File: src/hdl/dmph_pkg.sv
`timescale 1ns / 1ps
// ----------------------------------------------------------------------------
// Dot-matrix print head controller package
// Shared types, constants and register codes for the print head controller.
// ----------------------------------------------------------------------------
package dmph_pkg;

  // Head position width and the width used for saturating head moves.
  localparam int PosBits  = 23;
  localparam int ProdBits = 22;
  localparam int SumBits  = ((PosBits > ProdBits) ? PosBits : ProdBits) + 2;
  localparam int DotXBits = 23;

  localparam logic signed [SumBits-1:0] PosMaxExt =
    {{(SumBits-PosBits+1){1'b0}}, {(PosBits-1){1'b1}}};
  localparam logic signed [SumBits-1:0] PosMinExt =
    {{(SumBits-PosBits+1){1'b1}}, {(PosBits-1){1'b0}}};

  // Command queue between front and back.
  localparam int FifoDepth   = 4;
  localparam int FifoPtrBits = $clog2(FifoDepth);
  localparam int FifoCntBits = $clog2(FifoDepth + 1);

  // Command bytes and fixed values.
  localparam logic [7:0] CmdFeed      = 8'hA4;
  localparam logic [7:0] CmdStartBase = 8'hA8;
  localparam logic [7:0] CmdLfMode    = 8'hAC;
  localparam logic [7:0] CmdReset     = 8'hB8;
  localparam logic [7:0] CmdStop      = 8'hC0;
  localparam logic [7:0] CmdLfFeed    = 8'h80;
  localparam logic [7:0] IdByte       = 8'hF8;
  localparam logic [8:0] FullFeed     = 9'd256;
  localparam logic [15:0] TopLine     = 16'd360;
  localparam logic [15:0] YMax        = 16'hFFFF;
  localparam int StartTrim            = 11;
  localparam int StopTrim             = 9;
  localparam int ColBase              = 5;

  // Configuration register indexes.
  localparam int CfgIdxBits = 3;
  localparam int CfgDataBits = 13;
  localparam logic [CfgIdxBits-1:0] CfgEnable   = 3'd0;
  localparam logic [CfgIdxBits-1:0] CfgBail     = 3'd1;
  localparam logic [CfgIdxBits-1:0] CfgFastStep = 3'd2;
  localparam logic [CfgIdxBits-1:0] CfgSlowStep = 3'd3;
  localparam logic [CfgIdxBits-1:0] CfgPitch    = 3'd4;
  localparam logic [CfgIdxBits-1:0] CfgLimit    = 3'd5;

  typedef enum logic [1:0] {
    MODE_NORMAL   = 2'd0,
    MODE_PRINTING = 2'd1,
    MODE_LINEFEED = 2'd2
  } mode_e;

  typedef enum logic [1:0] {
    KIND_READ = 2'd0,
    KIND_DOT  = 2'd1,
    KIND_PAGE = 2'd2
  } kind_e;

  typedef enum logic {
    BK_IDLE = 1'b0,
    BK_PINS = 1'b1
  } back_state_e;

  // One queued entry: a port read or a complete two-byte command.
  typedef struct packed {
    logic       is_read;
    logic       cmd_port;
    logic [7:0] c0;
    logic [7:0] c1;
  } cmd_t;

  typedef struct packed {
    logic        enabled;
    logic        bail_in;
    logic [3:0]  fast_step;
    logic [3:0]  slow_step;
    logic [4:0]  pitch;
    logic [12:0] limit;
  } cfg_t;

  typedef struct packed {
    kind_e                kind;
    logic [7:0]           id_byte;
    logic                 no_printer;
    logic                 bail_flag;
    logic                 head_away;
    logic [DotXBits-1:0]  dot_x;
    logic [15:0]          dot_y;
    logic                 last;
  } res_t;

endpackage

File: src/hdl/dmph_front.sv
`timescale 1ns / 1ps
// ----------------------------------------------------------------------------
// Print head front end
// Accepts port beats, pairs writes into two-byte commands and queues
// reads and complete commands for the back end.
// ----------------------------------------------------------------------------
module dmph_front (
  input  logic          clk_i,
  input  logic          rst_ni,
  input  logic          s_valid_i,
  output logic          s_ready_o,
  input  logic [1:0]    s_user_i,   // [0] operation, [1] port_sel
  input  logic [7:0]    s_data_i,   // [7:0] data_in
  input  logic          q_full_i,
  output logic          push_o,
  output dmph_pkg::cmd_t push_cmd_o
);

  logic       have_first_q, have_first_d;
  logic [7:0] first_q, first_d;
  logic       accept;
  logic       is_read;

  assign s_ready_o = !q_full_i;
  assign accept    = s_valid_i && s_ready_o;
  assign is_read   = s_user_i[0];

  // Byte pairing: reads pass straight through and leave the pairing alone.
  always_comb begin
    have_first_d = have_first_q;
    first_d      = first_q;
    push_o       = 1'b0;
    push_cmd_o.is_read  = is_read;
    push_cmd_o.cmd_port = !s_user_i[1];
    push_cmd_o.c0       = first_q;
    push_cmd_o.c1       = s_data_i;
    if (accept) begin
      if (is_read) begin
        push_o = 1'b1;
      end else if (!have_first_q) begin
        have_first_d = 1'b1;
        first_d      = s_data_i;
      end else begin
        have_first_d = 1'b0;
        push_o       = 1'b1;
      end
    end
  end

  always_ff @(posedge clk_i or negedge rst_ni) begin
    if (!rst_ni) begin
      have_first_q <= 1'b0;
      first_q      <= 8'd0;
    end else begin
      have_first_q <= have_first_d;
      first_q      <= first_d;
    end
  end

endmodule

File: src/hdl/dmph_fifo.sv
`timescale 1ns / 1ps
// ----------------------------------------------------------------------------
// Print head command queue
// Short first-in first-out queue of decoded entries between front and back.
// ----------------------------------------------------------------------------
module dmph_fifo (
  input  logic           clk_i,
  input  logic           rst_ni,
  input  logic           push_i,
  input  dmph_pkg::cmd_t push_cmd_i,
  output logic           full_o,
  input  logic           pop_i,
  output logic           valid_o,
  output dmph_pkg::cmd_t head_o
);

  dmph_pkg::cmd_t                        mem_q [dmph_pkg::FifoDepth];
  logic [dmph_pkg::FifoPtrBits-1:0]      wr_q, wr_d, rd_q, rd_d;
  logic [dmph_pkg::FifoCntBits-1:0]      cnt_q, cnt_d;
  logic                                  do_push, do_pop;

  assign full_o  = (cnt_q == dmph_pkg::FifoCntBits'(dmph_pkg::FifoDepth));
  assign valid_o = (cnt_q != '0);
  assign head_o  = mem_q[rd_q];
  assign do_push = push_i && !full_o;
  assign do_pop  = pop_i && valid_o;

  // Pointer and fill count update.
  always_comb begin
    wr_d  = do_push ? wr_q + 1'b1 : wr_q;
    rd_d  = do_pop ? rd_q + 1'b1 : rd_q;
    cnt_d = cnt_q;
    if (do_push && !do_pop) begin
      cnt_d = cnt_q + 1'b1;
    end else if (do_pop && !do_push) begin
      cnt_d = cnt_q - 1'b1;
    end
  end

  always_ff @(posedge clk_i or negedge rst_ni) begin
    if (!rst_ni) begin
      wr_q  <= '0;
      rd_q  <= '0;
      cnt_q <= '0;
    end else begin
      wr_q  <= wr_d;
      rd_q  <= rd_d;
      cnt_q <= cnt_d;
    end
  end

  // Entry storage needs no reset.
  always_ff @(posedge clk_i) begin
    if (do_push) begin
      mem_q[wr_q] <= push_cmd_i;
    end
  end

endmodule

File: src/hdl/dmph_back.sv
`timescale 1ns / 1ps
// ----------------------------------------------------------------------------
// Print head back end
// Executes queued reads and commands, keeps head and paper state, steps pins
// one per cycle, stalling while a dot waits, and holds the result register.
// ----------------------------------------------------------------------------
module dmph_back (
  input  logic           clk_i,
  input  logic           rst_ni,
  input  dmph_pkg::cfg_t cfg_i,
  input  logic           q_valid_i,
  input  dmph_pkg::cmd_t q_cmd_i,
  output logic           q_pop_o,
  output logic           m_valid_o,
  input  logic           m_ready_i,
  output dmph_pkg::res_t m_res_o
);

  dmph_pkg::back_state_e state_q, state_d;
  dmph_pkg::mode_e       mode_q, mode_d;
  logic                  left_q, left_d;
  logic                  slow_q, slow_d;
  logic                  started_q, started_d;
  logic signed [dmph_pkg::PosBits-1:0] head_q, head_d, head_mv;
  logic [15:0]           vpos_q, vpos_d;
  logic [8:0]            pins_q, pins_d;
  logic [7:0]            yoff_q, yoff_d;
  logic [3:0]            col_q, col_d;
  logic                  out_valid_q, out_valid_d;
  dmph_pkg::res_t        out_q, out_d;

  logic                  can_load, emit, pins_go, pins_done;
  logic                  mv_en, mv_left, mv_slow;
  logic signed [16:0]    mv_mag;
  logic [3:0]            mv_step;
  logic signed [dmph_pkg::ProdBits-1:0] prod;
  logic signed [dmph_pkg::SumBits-1:0]  delta, sum;
  logic [8:0]            feed_n;
  logic [16:0]           fed_sum, ysum;
  logic [15:0]           fed;
  logic                  eject;
  logic [14:0]           h_print;
  logic [8:0]            h_start;
  logic                  head_pos_gt0;
  logic [7:0]            c0, c1;

  assign c0        = q_cmd_i.c0;
  assign c1        = q_cmd_i.c1;
  assign can_load  = !out_valid_q || m_ready_i;
  assign m_valid_o = out_valid_q;
  assign m_res_o   = out_q;

  assign head_pos_gt0 = !head_q[dmph_pkg::PosBits-1] && (head_q != '0);

  // Shared head move unit: step times distance, signed by direction, saturated.
  always_comb begin
    mv_step = mv_slow ? cfg_i.slow_step : cfg_i.fast_step;
    prod    = mv_mag * $signed({1'b0, mv_step});
    delta   = mv_left ? -dmph_pkg::SumBits'(prod) : dmph_pkg::SumBits'(prod);
    sum     = dmph_pkg::SumBits'(head_q) + delta;
    if (sum > dmph_pkg::PosMaxExt) begin
      head_mv = dmph_pkg::PosMaxExt[dmph_pkg::PosBits-1:0];
    end else if (sum < dmph_pkg::PosMinExt) begin
      head_mv = dmph_pkg::PosMinExt[dmph_pkg::PosBits-1:0];
    end else begin
      head_mv = sum[dmph_pkg::PosBits-1:0];
    end
  end

  // Paper feed with saturation and the page-end test.
  always_comb begin
    feed_n  = (mode_q == dmph_pkg::MODE_LINEFEED) ? dmph_pkg::FullFeed : {1'b0, c1};
    fed_sum = {1'b0, vpos_q} + 17'(feed_n);
    fed     = fed_sum[16] ? dmph_pkg::YMax : fed_sum[15:0];
    eject   = (fed >= {3'b000, cfg_i.limit}) && started_q;
    ysum    = {1'b0, vpos_q} + 17'(yoff_q);
    h_print = {1'b0, c0[5:0], 8'd0} + ((c1 == 8'd0) ? 15'd256 : {7'd0, c1});
    h_start = (c1 == 8'd0) ? 9'd256 : {1'b0, c1};
  end

  // Command execution and result generation.
  always_comb begin
    q_pop_o   = 1'b0;
    emit      = 1'b0;
    pins_go   = 1'b0;
    pins_done = 1'b0;
    mode_d    = mode_q;
    left_d    = left_q;
    slow_d    = slow_q;
    started_d = started_q;
    vpos_d    = vpos_q;
    pins_d    = pins_q;
    yoff_d    = yoff_q;
    col_d     = col_q;
    mv_en     = 1'b0;
    mv_mag    = '0;
    mv_left   = left_q;
    mv_slow   = slow_q;
    out_d            = out_q;
    out_d.kind       = dmph_pkg::KIND_READ;
    out_d.id_byte    = 8'd0;
    out_d.no_printer = 1'b0;
    out_d.bail_flag  = 1'b0;
    out_d.head_away  = 1'b0;
    out_d.dot_x      = '0;
    out_d.dot_y      = 16'd0;
    out_d.last       = 1'b1;

    case (state_q)
      dmph_pkg::BK_IDLE: begin
        if (q_valid_i && can_load) begin
          q_pop_o = 1'b1;
          if (q_cmd_i.is_read) begin
            // Status or id read.
            emit = 1'b1;
            if (!cfg_i.enabled) begin
              out_d.no_printer = 1'b1;
            end else if (q_cmd_i.cmd_port) begin
              out_d.id_byte = dmph_pkg::IdByte;
            end else begin
              out_d.bail_flag = cfg_i.bail_in;
              out_d.head_away = head_pos_gt0;
            end
          end else begin
            case (mode_q)
              dmph_pkg::MODE_LINEFEED: begin
                if (c0 == dmph_pkg::CmdStop) begin
                  mode_d = dmph_pkg::MODE_NORMAL;
                end else if (c0 == dmph_pkg::CmdLfFeed) begin
                  vpos_d = fed;
                  if (eject) begin
                    vpos_d     = dmph_pkg::TopLine;
                    started_d  = 1'b0;
                    emit       = 1'b1;
                    out_d.kind = dmph_pkg::KIND_PAGE;
                  end
                end
              end
              dmph_pkg::MODE_PRINTING: begin
                if (c0[7:6] == 2'b10) begin
                  // Head move within the pass.
                  mv_en  = 1'b1;
                  mv_mag = $signed({2'b00, h_print});
                end else if (c0[7:6] == 2'b00) begin
                  // Pin column: fire pins over the next cycles, or just move.
                  col_d = 4'({1'b0, c0[3:1]} + 4'(dmph_pkg::ColBase));
                  if ({c0[0], c1} == 9'd0) begin
                    mv_en  = 1'b1;
                    mv_mag = $signed(17'({1'b0, c0[3:1]} + 4'(dmph_pkg::ColBase)));
                  end else begin
                    pins_d  = {c0[0], c1};
                    yoff_d  = 8'd0;
                    pins_go = 1'b1;
                  end
                end else if (c0 == dmph_pkg::CmdStop && c1 == 8'd0) begin
                  mode_d = dmph_pkg::MODE_NORMAL;
                  mv_en  = 1'b1;
                  mv_mag = 17'(dmph_pkg::StopTrim);
                end
              end
              default: begin
                if (c0 == dmph_pkg::CmdFeed) begin
                  vpos_d = fed;
                end else if (c0[7:2] == dmph_pkg::CmdStartBase[7:2]) begin
                  // Start of a print pass sets direction and speed first.
                  mode_d  = dmph_pkg::MODE_PRINTING;
                  left_d  = !c0[0];
                  slow_d  = c0[1];
                  mv_left = !c0[0];
                  mv_slow = c0[1];
                  mv_en   = 1'b1;
                  mv_mag  = $signed({8'd0, h_start}) - 17'(dmph_pkg::StartTrim);
                end else if (c0 == dmph_pkg::CmdLfMode) begin
                  mode_d = dmph_pkg::MODE_LINEFEED;
                  vpos_d = fed;
                  if (eject) begin
                    vpos_d     = dmph_pkg::TopLine;
                    started_d  = 1'b0;
                    emit       = 1'b1;
                    out_d.kind = dmph_pkg::KIND_PAGE;
                  end
                end else if (c0 == dmph_pkg::CmdReset && q_cmd_i.cmd_port && c1 == 8'd0) begin
                  mode_d = dmph_pkg::MODE_NORMAL;
                  left_d = 1'b0;
                  slow_d = 1'b0;
                end
              end
            endcase
          end
        end
      end
      dmph_pkg::BK_PINS: begin
        // One pin per cycle; a fired pin waits for room in the result register.
        if (!pins_q[0] || can_load) begin
          if (pins_q[0]) begin
            emit        = 1'b1;
            started_d   = 1'b1;
            out_d.kind  = dmph_pkg::KIND_DOT;
            out_d.dot_x = dmph_pkg::DotXBits'(head_q);
            out_d.dot_y = ysum[16] ? dmph_pkg::YMax : ysum[15:0];
            out_d.last  = (pins_q[8:1] == 8'd0);
          end
          pins_d = {1'b0, pins_q[8:1]};
          yoff_d = 8'(yoff_q + {3'b000, cfg_i.pitch});
          if (pins_q[8:1] == 8'd0) begin
            pins_done = 1'b1;
            mv_en     = 1'b1;
            mv_mag    = $signed({13'd0, col_q});
          end
        end
      end
      default: begin
      end
    endcase
  end

  // Head update, with the reset command clearing the position.
  always_comb begin
    head_d = head_q;
    if (mv_en) begin
      head_d = head_mv;
    end else if (q_pop_o && !q_cmd_i.is_read && mode_q == dmph_pkg::MODE_NORMAL &&
                 c0 == dmph_pkg::CmdReset && q_cmd_i.cmd_port && c1 == 8'd0) begin
      head_d = '0;
    end
  end

  // Next state.
  always_comb begin
    state_d = state_q;
    case (state_q)
      dmph_pkg::BK_IDLE: begin
        if (pins_go) begin
          state_d = dmph_pkg::BK_PINS;
        end
      end
      dmph_pkg::BK_PINS: begin
        if (pins_done) begin
          state_d = dmph_pkg::BK_IDLE;
        end
      end
      default: begin
        state_d = dmph_pkg::BK_IDLE;
      end
    endcase
  end

  // Result register valid flag.
  always_comb begin
    out_valid_d = out_valid_q;
    if (emit) begin
      out_valid_d = 1'b1;
    end else if (m_ready_i) begin
      out_valid_d = 1'b0;
    end
  end

  always_ff @(posedge clk_i or negedge rst_ni) begin
    if (!rst_ni) begin
      state_q     <= dmph_pkg::BK_IDLE;
      mode_q      <= dmph_pkg::MODE_NORMAL;
      left_q      <= 1'b0;
      slow_q      <= 1'b0;
      started_q   <= 1'b0;
      head_q      <= '0;
      vpos_q      <= dmph_pkg::TopLine;
      pins_q      <= 9'd0;
      yoff_q      <= 8'd0;
      col_q       <= 4'd0;
      out_valid_q <= 1'b0;
    end else begin
      state_q     <= state_d;
      mode_q      <= mode_d;
      left_q      <= left_d;
      slow_q      <= slow_d;
      started_q   <= started_d;
      head_q      <= head_d;
      vpos_q      <= vpos_d;
      pins_q      <= pins_d;
      yoff_q      <= yoff_d;
      col_q       <= col_d;
      out_valid_q <= out_valid_d;
    end
  end

  // Result payload needs no reset.
  always_ff @(posedge clk_i) begin
    if (emit) begin
      out_q <= out_d;
    end
  end

endmodule

File: src/hdl/dot_matrix_print_head_controller.sv
`timescale 1ns / 1ps
// ----------------------------------------------------------------------------
// Dot-matrix print head controller
// Nine-pin print head controller behind a command port and a data port.
// ----------------------------------------------------------------------------
// Usage:
//   The slave stream carries CPU port accesses: tuser[0] is the operation
//   (0 write, 1 read), tuser[1] the port (0 command, 1 data), tdata the byte.
//   Writes pair into two-byte commands. The master stream returns read
//   responses, dot results and page-eject results; tlast marks the last
//   result caused by one input beat. The config channel writes registers
//   0..5 (enable, bail bar, fast step, slow step, pin pitch, page limit);
//   the user must write them only while the block is idle, which the block
//   itself does not enforce; the channel is always ready. A beat's first
//   result passes the queue and the result register. Throughput: one beat
//   per cycle for reads and commands without pins while the receiver keeps
//   up; a pin command spends one back-end cycle per pin up to its highest
//   fired pin (at most nine), set by the single pin sequencer. A four-entry
//   queue decouples input acceptance from execution. Reset clears the
//   pairing, head, mode and page flag, puts the paper at line 360 and loads
//   the register defaults. When the receiver stalls the result register
//   holds, execution pauses and the queue fills before the input side stops.
// ----------------------------------------------------------------------------
module dot_matrix_print_head_controller (
  input  logic        clk_i,
  input  logic        rst_ni,
  input  logic        s_axis_tvalid,
  output logic        s_axis_tready,
  input  logic [7:0]  s_axis_tdata,   // [7:0] data_in
  input  logic [1:0]  s_axis_tuser,   // [0] operation, [1] port_sel
  output logic        m_axis_tvalid,
  input  logic        m_axis_tready,
  // [7:0] id_byte, [8] no_printer, [9] bail_flag, [10] head_away,
  // [33:11] dot_x, [49:34] dot_y, [55:50] zero
  output logic [55:0] m_axis_tdata,
  output logic [1:0]  m_axis_tuser,   // [1:0] kind
  output logic        m_axis_tlast,
  input  logic        cfg_valid_i,
  output logic        cfg_ready_o,
  input  logic [dmph_pkg::CfgIdxBits-1:0]  cfg_index_i,
  input  logic [dmph_pkg::CfgDataBits-1:0] cfg_data_i
);

  dmph_pkg::cfg_t cfg_q, cfg_d;
  dmph_pkg::cmd_t push_cmd, head_cmd;
  dmph_pkg::res_t res;
  logic           push, q_full, q_valid, q_pop;

  assign cfg_ready_o = 1'b1;

  // Configuration register writes.
  always_comb begin
    cfg_d = cfg_q;
    if (cfg_valid_i) begin
      case (cfg_index_i)
        dmph_pkg::CfgEnable:   cfg_d.enabled   = cfg_data_i[0];
        dmph_pkg::CfgBail:     cfg_d.bail_in   = cfg_data_i[0];
        dmph_pkg::CfgFastStep: cfg_d.fast_step = cfg_data_i[3:0];
        dmph_pkg::CfgSlowStep: cfg_d.slow_step = cfg_data_i[3:0];
        dmph_pkg::CfgPitch:    cfg_d.pitch     = cfg_data_i[4:0];
        dmph_pkg::CfgLimit:    cfg_d.limit     = cfg_data_i[12:0];
        default: begin
        end
      endcase
    end
  end

  always_ff @(posedge clk_i or negedge rst_ni) begin
    if (!rst_ni) begin
      cfg_q.enabled   <= 1'b1;
      cfg_q.bail_in   <= 1'b1;
      cfg_q.fast_step <= 4'd2;
      cfg_q.slow_step <= 4'd1;
      cfg_q.pitch     <= 5'd5;
      cfg_q.limit     <= 13'd4208;
    end else begin
      cfg_q <= cfg_d;
    end
  end

  dmph_front u_front (
    .clk_i      (clk_i),
    .rst_ni     (rst_ni),
    .s_valid_i  (s_axis_tvalid),
    .s_ready_o  (s_axis_tready),
    .s_user_i   (s_axis_tuser),
    .s_data_i   (s_axis_tdata),
    .q_full_i   (q_full),
    .push_o     (push),
    .push_cmd_o (push_cmd)
  );

  dmph_fifo u_fifo (
    .clk_i      (clk_i),
    .rst_ni     (rst_ni),
    .push_i     (push),
    .push_cmd_i (push_cmd),
    .full_o     (q_full),
    .pop_i      (q_pop),
    .valid_o    (q_valid),
    .head_o     (head_cmd)
  );

  dmph_back u_back (
    .clk_i     (clk_i),
    .rst_ni    (rst_ni),
    .cfg_i     (cfg_q),
    .q_valid_i (q_valid),
    .q_cmd_i   (head_cmd),
    .q_pop_o   (q_pop),
    .m_valid_o (m_axis_tvalid),
    .m_ready_i (m_axis_tready),
    .m_res_o   (res)
  );

  // Result beat packing.
  assign m_axis_tdata = {6'd0, res.dot_y, res.dot_x, res.head_away, res.bail_flag,
                         res.no_printer, res.id_byte};
  assign m_axis_tuser = res.kind;
  assign m_axis_tlast = res.last;

endmodule

File: config.mk
export PLATFORM = sky130hd
export DESIGN_NAME = dot_matrix_print_head_controller
export DESIGN_NICKNAME = d
export VERILOG_FILES = /design/src/hdl/dmph_pkg.sv /design/src/hdl/dmph_front.sv /design/src/hdl/dmph_fifo.sv /design/src/hdl/dmph_back.sv /design/src/hdl/dot_matrix_print_head_controller.sv
export SDC_FILE = /design/constraint.sdc
export NUM_CORES = 1
export LEC_CHECK = 0
export BUFFER_PORTS_ARGS = -buffer_cell sky130_fd_sc_hd__buf_4
export CAP_MARGIN = 40
export CORE_ASPECT_RATIO = 1.5
export CORE_MARGIN = 2
export CORE_UTILIZATION = 25
export DETAILED_ROUTE_END_ITERATION = 8
export GPL_TIMING_DRIVEN = 0
export PLACE_DENSITY = 0.45
export SYNTH_ARGS = -nofsm -noshare
export SYNTH_HDL_FRONTEND = slang
export SYNTH_HIERARCHICAL = 1
export SYNTH_SLANG_ARGS = --single-unit
File: constraint.sdc
create_clock -name clk_i -period 28.7 [get_ports clk_i]
set_input_delay 1.435 -clock clk_i [delete_from_list [all_inputs] [get_ports clk_i]]
set_output_delay 1.435 -clock clk_i [all_outputs]
set_load 0.1 [all_outputs]
## Word-level counts from Yosys, hierarchy flattened

Memory sizes are Yosys's and may differ from the RTL's.
Index checks and enable logic that the tools add are counted.

- Register bits: 164
- RAM bits: 72
- Input bits: 31
- Output and inout port bits: 62
- Memories: 1

Memory list:

| memory | words | width | read ports | clocked after Yosys merged registers in | write ports | line | source |
|---|---|---|---|---|---|---|---|
| u_fifo.mem_q | 4 | 18 | 1 | 0 | 1 | dmph_fifo.sv:17 | `dmph_pkg::cmd_t mem_q [dmph_pkg::FifoDepth];` |

- Add/subtract/negate cells: 13
- Multipliers: 1
- $lt $le $gt $ge: 3
- Eq/ne operators: 38
- Muxes and demuxes: 148
- Bitwise operators: 10
- Reductions and logical operators: 60

Operators by type and width:

| operator | count |
|---|---|
| 17-bit two-way mux | 8 |
| 16-bit two-way mux | 8 |
| 23-bit two-way mux | 4 |
| 9-bit two-way mux | 10 |
| 8-bit two-way mux | 9 |
| 1-bit two-way mux | 68 |
| 17-bit case mux with 2 select lines | 2 |
| 8-bit equality test, second input constant | 5 |
| 2-bit two-way mux | 18 |
| 16-bit case mux with 2 select lines | 1 |
| 23-bit by 25-bit adder with 25-bit output | 1 |
| 25-bit by 23-bit greater-than comparator with 1-bit output, second input constant | 1 |
| 25-bit by 23-bit less-than comparator with 1-bit output, second input constant | 1 |
| 25-bit two-way mux | 1 |
| 22-bit negation with 25-bit output | 1 |
| 2-bit != test, second input constant | 12 |
| 23-bit nonzero test | 1 |
| 17-bit by 5-bit multiplier with 22-bit output | 1 |
| 9-bit case mux with 2 select lines | 1 |
| 16-bit by 8-bit adder with 17-bit output | 1 |
| 16-bit by 9-bit adder with 17-bit output | 1 |
| 16-bit by 13-bit >= comparator with 1-bit output | 1 |
| 1-bit logical AND | 16 |
| 8-bit zero test | 2 |
| other kinds (44) | 99 |

## Longest topological paths before layout

An unclocked memory read counts as a cell.

- Depth in word-level cells: 18
- Depth in mapped cells: 43

## Modules after synthesis

The synthesis kept the hierarchy.

Modules (own cells, without submodules):

| module | instances | cells each | area an instance (um2) | seq. area each (um2) |
|---|---|---|---|---|
| dmph_back | 1 | 1317 | 11427.2 | 3062.9 |
| dmph_fifo | 1 | 129 | 3030.4 | 2337.2 |
| dot_matrix_print_head_controller | 1 | 72 | 1223.7 | 713.2 |
| dmph_front | 1 | 32 | 440.4 | 225.2 |

## Worst setup path before layout

No wires, ideal clock.

- Path kind: input-to-reg
- Start point: input port m_axis_tready
- End point: register u_back/head_q[10] (netlist name)
- Setup time: 126 ps
- Arrival time: 9578 ps
- Setup slack: 18996 ps
- Stages on the path: 36
- Cells stage by stage: nand2b_1 > nand2_1 > nor3_2 > nand2_2 > mux2i_1 > mux2i_1 > clkbuf_1 > nor2_1 > ha_1 > fa_1 > inv_1 > fa_1 > inv_1 > ha_1 > clkbuf_1 > a21oi_1 > nand2b_1 > a31oi_1 > o2111ai_1 > or2_2 > or3_1 > nor3b_2 > nor2_1 > xnor2_1 > ha_1 > and2_1 > a221o_1 > a221oi_1 > a21oi_1 > o221ai_1 > xor2_1 > a311oi_1 > a41oi_2 > a21boi_2 > buf_4 > a221o_1

- Word-level cells in the longest chain between the ends: 13
- Elaborated cells between the ends (all ways): 31
- Classes of those cells: add/sub: 2; mul: 1; order compare: 2; mux: 17; reduce/logical: 9

Ends and longest elaborated chain:

| what | line | source |
|---|---|---|
| from (decl) | dot_matrix_print_head_controller.sv:32 | `input logic m_axis_tready,` |
| 1-bit logical OR * | dmph_back.sv:49 | `assign can_load = !out_valid_q \|\| m_ready_i;` |
| 1-bit logical AND | dmph_back.sv:111 | `if (q_valid_i && can_load) begin` |
| 1-bit two-way mux | dmph_back.sv:111 |  |
| 1-bit two-way mux | dmph_back.sv:109 | `case (state_q)` |
| 4-bit two-way mux | dmph_back.sv:57 | `mv_step = mv_slow ? cfg_i.slow_step : cfg_i.fast_step;` |
| 17-bit by 5-bit multiplier with 22-bit output | dmph_back.sv:58 | `prod = mv_mag * $signed({1'b0, mv_step});` |
| 22-bit negation with 25-bit output | dmph_back.sv:59 | `delta = mv_left ? -dmph_pkg::SumBits'(prod) : dmph_pkg::SumBits'(prod);` |
| 25-bit two-way mux | dmph_back.sv:59 |  |
| 23-bit by 25-bit adder with 25-bit output | dmph_back.sv:60 | `sum = dmph_pkg::SumBits'(head_q) + delta;` |
| 25-bit by 23-bit less-than comparator with 1-bit output | dmph_back.sv:63 | `end else if (sum < dmph_pkg::PosMinExt) begin` |
| 23-bit two-way mux | dmph_back.sv:63 |  |
| 23-bit two-way mux | dmph_back.sv:61 | `if (sum > dmph_pkg::PosMaxExt) begin` |
| 23-bit two-way mux | dmph_back.sv:220 | `if (mv_en) begin` |
| to (signal assigned) | dmph_back.sv:265 | `head_q <= '0;` |
| to (signal assigned) | dmph_back.sv:277 | `head_q <= head_d;` |
| to (decl) | dmph_back.sv:24 | `logic signed [dmph_pkg::PosBits-1:0] head_q, head_d, head_mv;` |

Mark *: on every way between the ends. The rest lies on a longest branch, timed or not.
A chain may end at the register's enable or synchronous reset.

==> summary by stage <==
Status
The run finished with clean final reports.

Final layout
The fraction of the core area covered by cells at the end of the flow is 0.293. The fraction of final layout cells sized beyond drive strength 1 is 0.184. The area growth from synthesis to layout is 16.5%.

The final instance area is approximately 19000 um^2. The number of diodes is 0. The final-stage net count is approximately 1900.

Timing
Setup repair after global routing left no endpoint under its margin. For this run, the top clock speed supported by timing is ~0.086 GHz. The final-layout setup total negative slack is 0 ps. The transition at the pin with the smallest max-transition slack is 876 ps. Measured against its own limit, the worst slew margin works out to 0.412. Subtracting the final worst setup slack from the clock period gives 11570 ps. Setup slack closes at 17130 ps. The number of max-slew violations in the final report is 0.

The number of hold-slack violations in the final timing report is 0. The clock arrives with approximately 12 ps of skew. The worst hold slack after final layout is 487 ps.

Setup violations remaining at the end of the flow were counted as 0. The fraction of the cycle the final worst path needs is 0.403.

Min path
The worst hold path was traced through 2 stages. The endpoint with the worst hold slack is u_back/col_q[3]$_DFFE_PN0P_. The path class of the tightest hold or removal check is flip-flop to flip-flop. The launch point of the worst hold path is u_back/col_q[3]$_DFFE_PN0P_.

Clock tree
Clock-pin slew was measured on the worst setup and hold paths at roughly 60 ps. The worst-case clock buffer depth is 3. The count of buffers added by post-CTS timing repair for setup is 0.

The clock root buffer master is clkbuf_16. At the later pin of the worst-skew pair, clock insertion delay measures 580 ps. In this run the number of H-tree levels came out at 1.

The count of clock tree sinks is 229. The cts-stage hold buffer count is 0. TritonCTS created 27 clock buffers.

The post-CTS resize count is 0. TritonCTS built the clock tree.

Yosys
Synthesis produced 1550 cells. Of the synthesized area, sequential elements account for 0.393. The number of synthesis warnings is 6.

The synthesized netlist occupies a cell area of between 15000 and 20000 um^2. The distinct cell type count of the synthesized netlist is between 90 and 100. The mean post-synth cell area is 10.4 um^2. The dominant register cell in the synthesized netlist is edfxtp_1. After synthesis the netlist holds a flip-flop and latch count of 229. The fraction of registers with async set/reset is 0.485. The number of synthesized flops with an enable pin is between 100 and 150.

Setup path
STA puts the critical path data required time at about 29000 ps. The launching element type of the critical path is a flip-flop. The highest net fanout along the worst path is 10. Among all stages on the critical path, the largest delay is contributed by mux2i_1. At the worst endpoint, the arrival time is 12020 ps. The delay of the slowest critical-path stage is 700 ps. The path depth of the worst reg2reg path is 39. The critical path in this run is classified as flip-flop to flip-flop.

On the critical path the largest part of the delay comes from compound AO/OA/AOI/OAI gates. The critical path contains buffers and inverters numbering 9 combined. The critical path endpoint category is a flip-flop. For flop-to-flop paths, the worst setup slack is 17130 ps.

The capturing point of the worst reg2reg path is u_back/head_q[13]$_DFFE_PN0P_. The critical register-to-register path startpoint is u_fifo/rd_q[1]$_DFFE_PN0P_.

Route
The total length of routed wires is about 45000 um. Using the TritonRoute via totals, the vias-per-cell ratio works out to 4.77. The final antenna-violating net count is 0. The count of routing violations after the opening detailed-route iteration is 617. The final routed DRC violation total is 0. The routed layout has 12000 vias. The wire length per cell after detailed routing is 17.8 um.

The number of detailed-routing iterations run before antenna repair is 5.

Floorplan
The horizontal die dimension is approximately 210 um. For this configuration, the core starts out at a cell density of 0.251. The die outline area is about 67000 um^2. The area inside the core boundary is 64200 um^2.

The floorplan has 114 rows. The boundary pin count is 93. Measured along the y axis, the die boundary spans between 300 and 400 um.

Place
Buffers placed on the I/O ports in this run total 82. OpenSTA, run right after detailed placement, puts the worst setup slack at 16690 ps. Detailed placement ended at an HPWL of 35500 um. After detailed placement, the total cell area comes to between 15000 and 20000 um^2. The congestion estimate from routability-driven global placement came to 0.887.

Power and ir drop
The relative contribution of sequential cells to total power is 0.298. Cell internal power was estimated by the tool at 897 uW. The power density over the cells is slightly below 90 nW/um^2. Of the total power, the share spent switching nets is 0.465.

Summed over all nets, the switching power comes to 781 uW. The leakage power of the design is 0.00825 uW. Of the total power, the clock network draws 0.209. Across the VDD grid, the largest voltage drop is 79.6 uV.

The share of total power dissipated in combinational logic is 0.493.

Run
The tool flagged a number of max-cap violations equal to 0.

Global route
The global-route wire length before repair is approximately 70000 um. The total congestion overflow after global routing is 0. Across every metal layer, demand over resource in global routing totals 0.135. The via count of the first global-routing pass was 12400. The largest net degree at the start of global routing is between 80 and 90.

The number of antenna violations at the first check in global routing is 0.
cell usage in the layout (no fill, tap or decap), drive strengths merged, types with 14 or more instances in the layout:
cell type and n:
a21o 39, a21oi 76, a221o 24, and2 34
and3 14, buf 128, clkbuf 70, dfrtp 97
dfstp 14, edfxtp 118, fa 39, ha 115
inv 109, mux2 42, mux2i 17, mux4 18
nand2 100, nand2b 17, nand3 33, nor2 136
nor2b 22, nor3 30, nor4 16, o21ai 85
or2 19, or3 16, xnor2 52, xor2 31
cells in the mapped netlist, types with 14 or more instances:
library cell	count	area, um^2
o21ai_0	81	405
a21oi_1	76	380
mux4_2	18	405
and2_1	30	188
xnor2_1	52	455
mux2i_1	16	160
nor2_1	136	510
a221o_1	24	240
nand3_1	32	160
xor2_1	31	272
clkbuf_1	39	146
nand2_1	99	372
mux2_2	31	349
a21o_1	39	293
nor3_1	29	145
nor2b_1	21	131
or2_2	19	119
ha_1	115	1440
inv_1	104	390
fa_1	39	781
edfxtp_1	118	3540
nor4_1	14	87.6
dfrtp_1	97	2430
or3_1	15	93.8
dfstp_2	14	368
and3_1	14	87.6
buf_4	25	188
nand2b_1	17	106
tightest hold or removal path: cells and delay by family, from the launching register on:
kind / cells / cell delay, ps
AO/OA/AOI/OAI: 1 / 60
AND/OR/NAND/NOR: 1 / 50
flip-flops: 1 / 340
through the flow:
step / instances / power, uW
after floorplan: 1557 / 1110
after global placement: 2451 / 1330
after detailed placement: 2459 / 1350
after CTS: 2509 / 1700
after global routing: 2509 / 1780
final: 2509 / 1680
metal layers:
metal	vias to the layer above	GRT usage	wire length, um
met4	0	0.0539	1630
met5	-	0	0
met2	229	0.263	24100
li1	5854	-	-
met1	5824	0.146	17300
met3	68	0.0179	1660
cells by family after synthesis:
group,after synthesis,synth area share
AO/OA/AOI/OAI,350,0.151
XOR/XNOR,84,0.0465
adder cells (fa/ha/maj),154,0.138
buffers and inverters,181,0.0505
flip-flops,229,0.393
multiplexers,77,0.0678
other,3,0.000698
AND/OR/NAND/NOR,472,0.153
registers in the layout, summed over array words and instances (netlist names), 2 cells and up:
register	count
u_fifo/mem_q	72
u_back/m_res_o	46
cfg_q	28
u_back/head_q	23
u_back/vpos_q	16
u_back/pins_q	9
u_back/yoff_q	8
u_front/first_q	8
u_back/col_q	4
u_fifo/cnt_q	3
u_back/mode_q	2
u_fifo/rd_q	2
u_fifo/wr_q	2
worst max path at each step:
stage	startpoint	end	slack, ps	depth (start not counted)
5_1_grt	u_fifo/rd_q[1]$_DFFE_PN0P_	u_back/head_q[13]$_DFFE_PN0P_	16490	39
2_1_floorplan	m_axis_tready	u_back/head_q[10]$_DFFE_PN0P_	19000	36
4_1_cts	u_fifo/rd_q[1]$_DFFE_PN0P_	u_back/head_q[13]$_DFFE_PN0P_	17090	39
6_report	u_fifo/rd_q[1]$_DFFE_PN0P_	u_back/head_q[13]$_DFFE_PN0P_	17130	39
3_3_place_gp	m_axis_tready	u_back/head_q[13]$_DFFE_PN0P_	16410	37
3_5_place_dp	m_axis_tready	u_back/head_q[11]$_DFFE_PN0P_	16690	38
area by class of cell:
class	count	area (um^2)
Timing Repair Buffer	90	712
Clock buffer	31	711
Inverter	104	390
Clock inverter	19	190
Sequential cell	229	6340
Fill cell	6688	45400
Tap cell	812	1020
Buffer	77	424
Multi-Input combinational cell	1147	9000
power groups by stage:
| stage | registers, uW | clock network (uW) | logic, uW |
|---|---|---|---|
| 2_1_floorplan | 699 | 0 | 410 |
| 3_3_place_gp | 508 | 0 | 823 |
| 3_5_place_dp | 509 | 0 | 836 |
| 4_1_cts | 503 | 363 | 839 |
| 5_1_grt | 512 | 375 | 896 |
| 6_report | 501 | 350 | 827 |
Power figures use the tool's default switching activity.
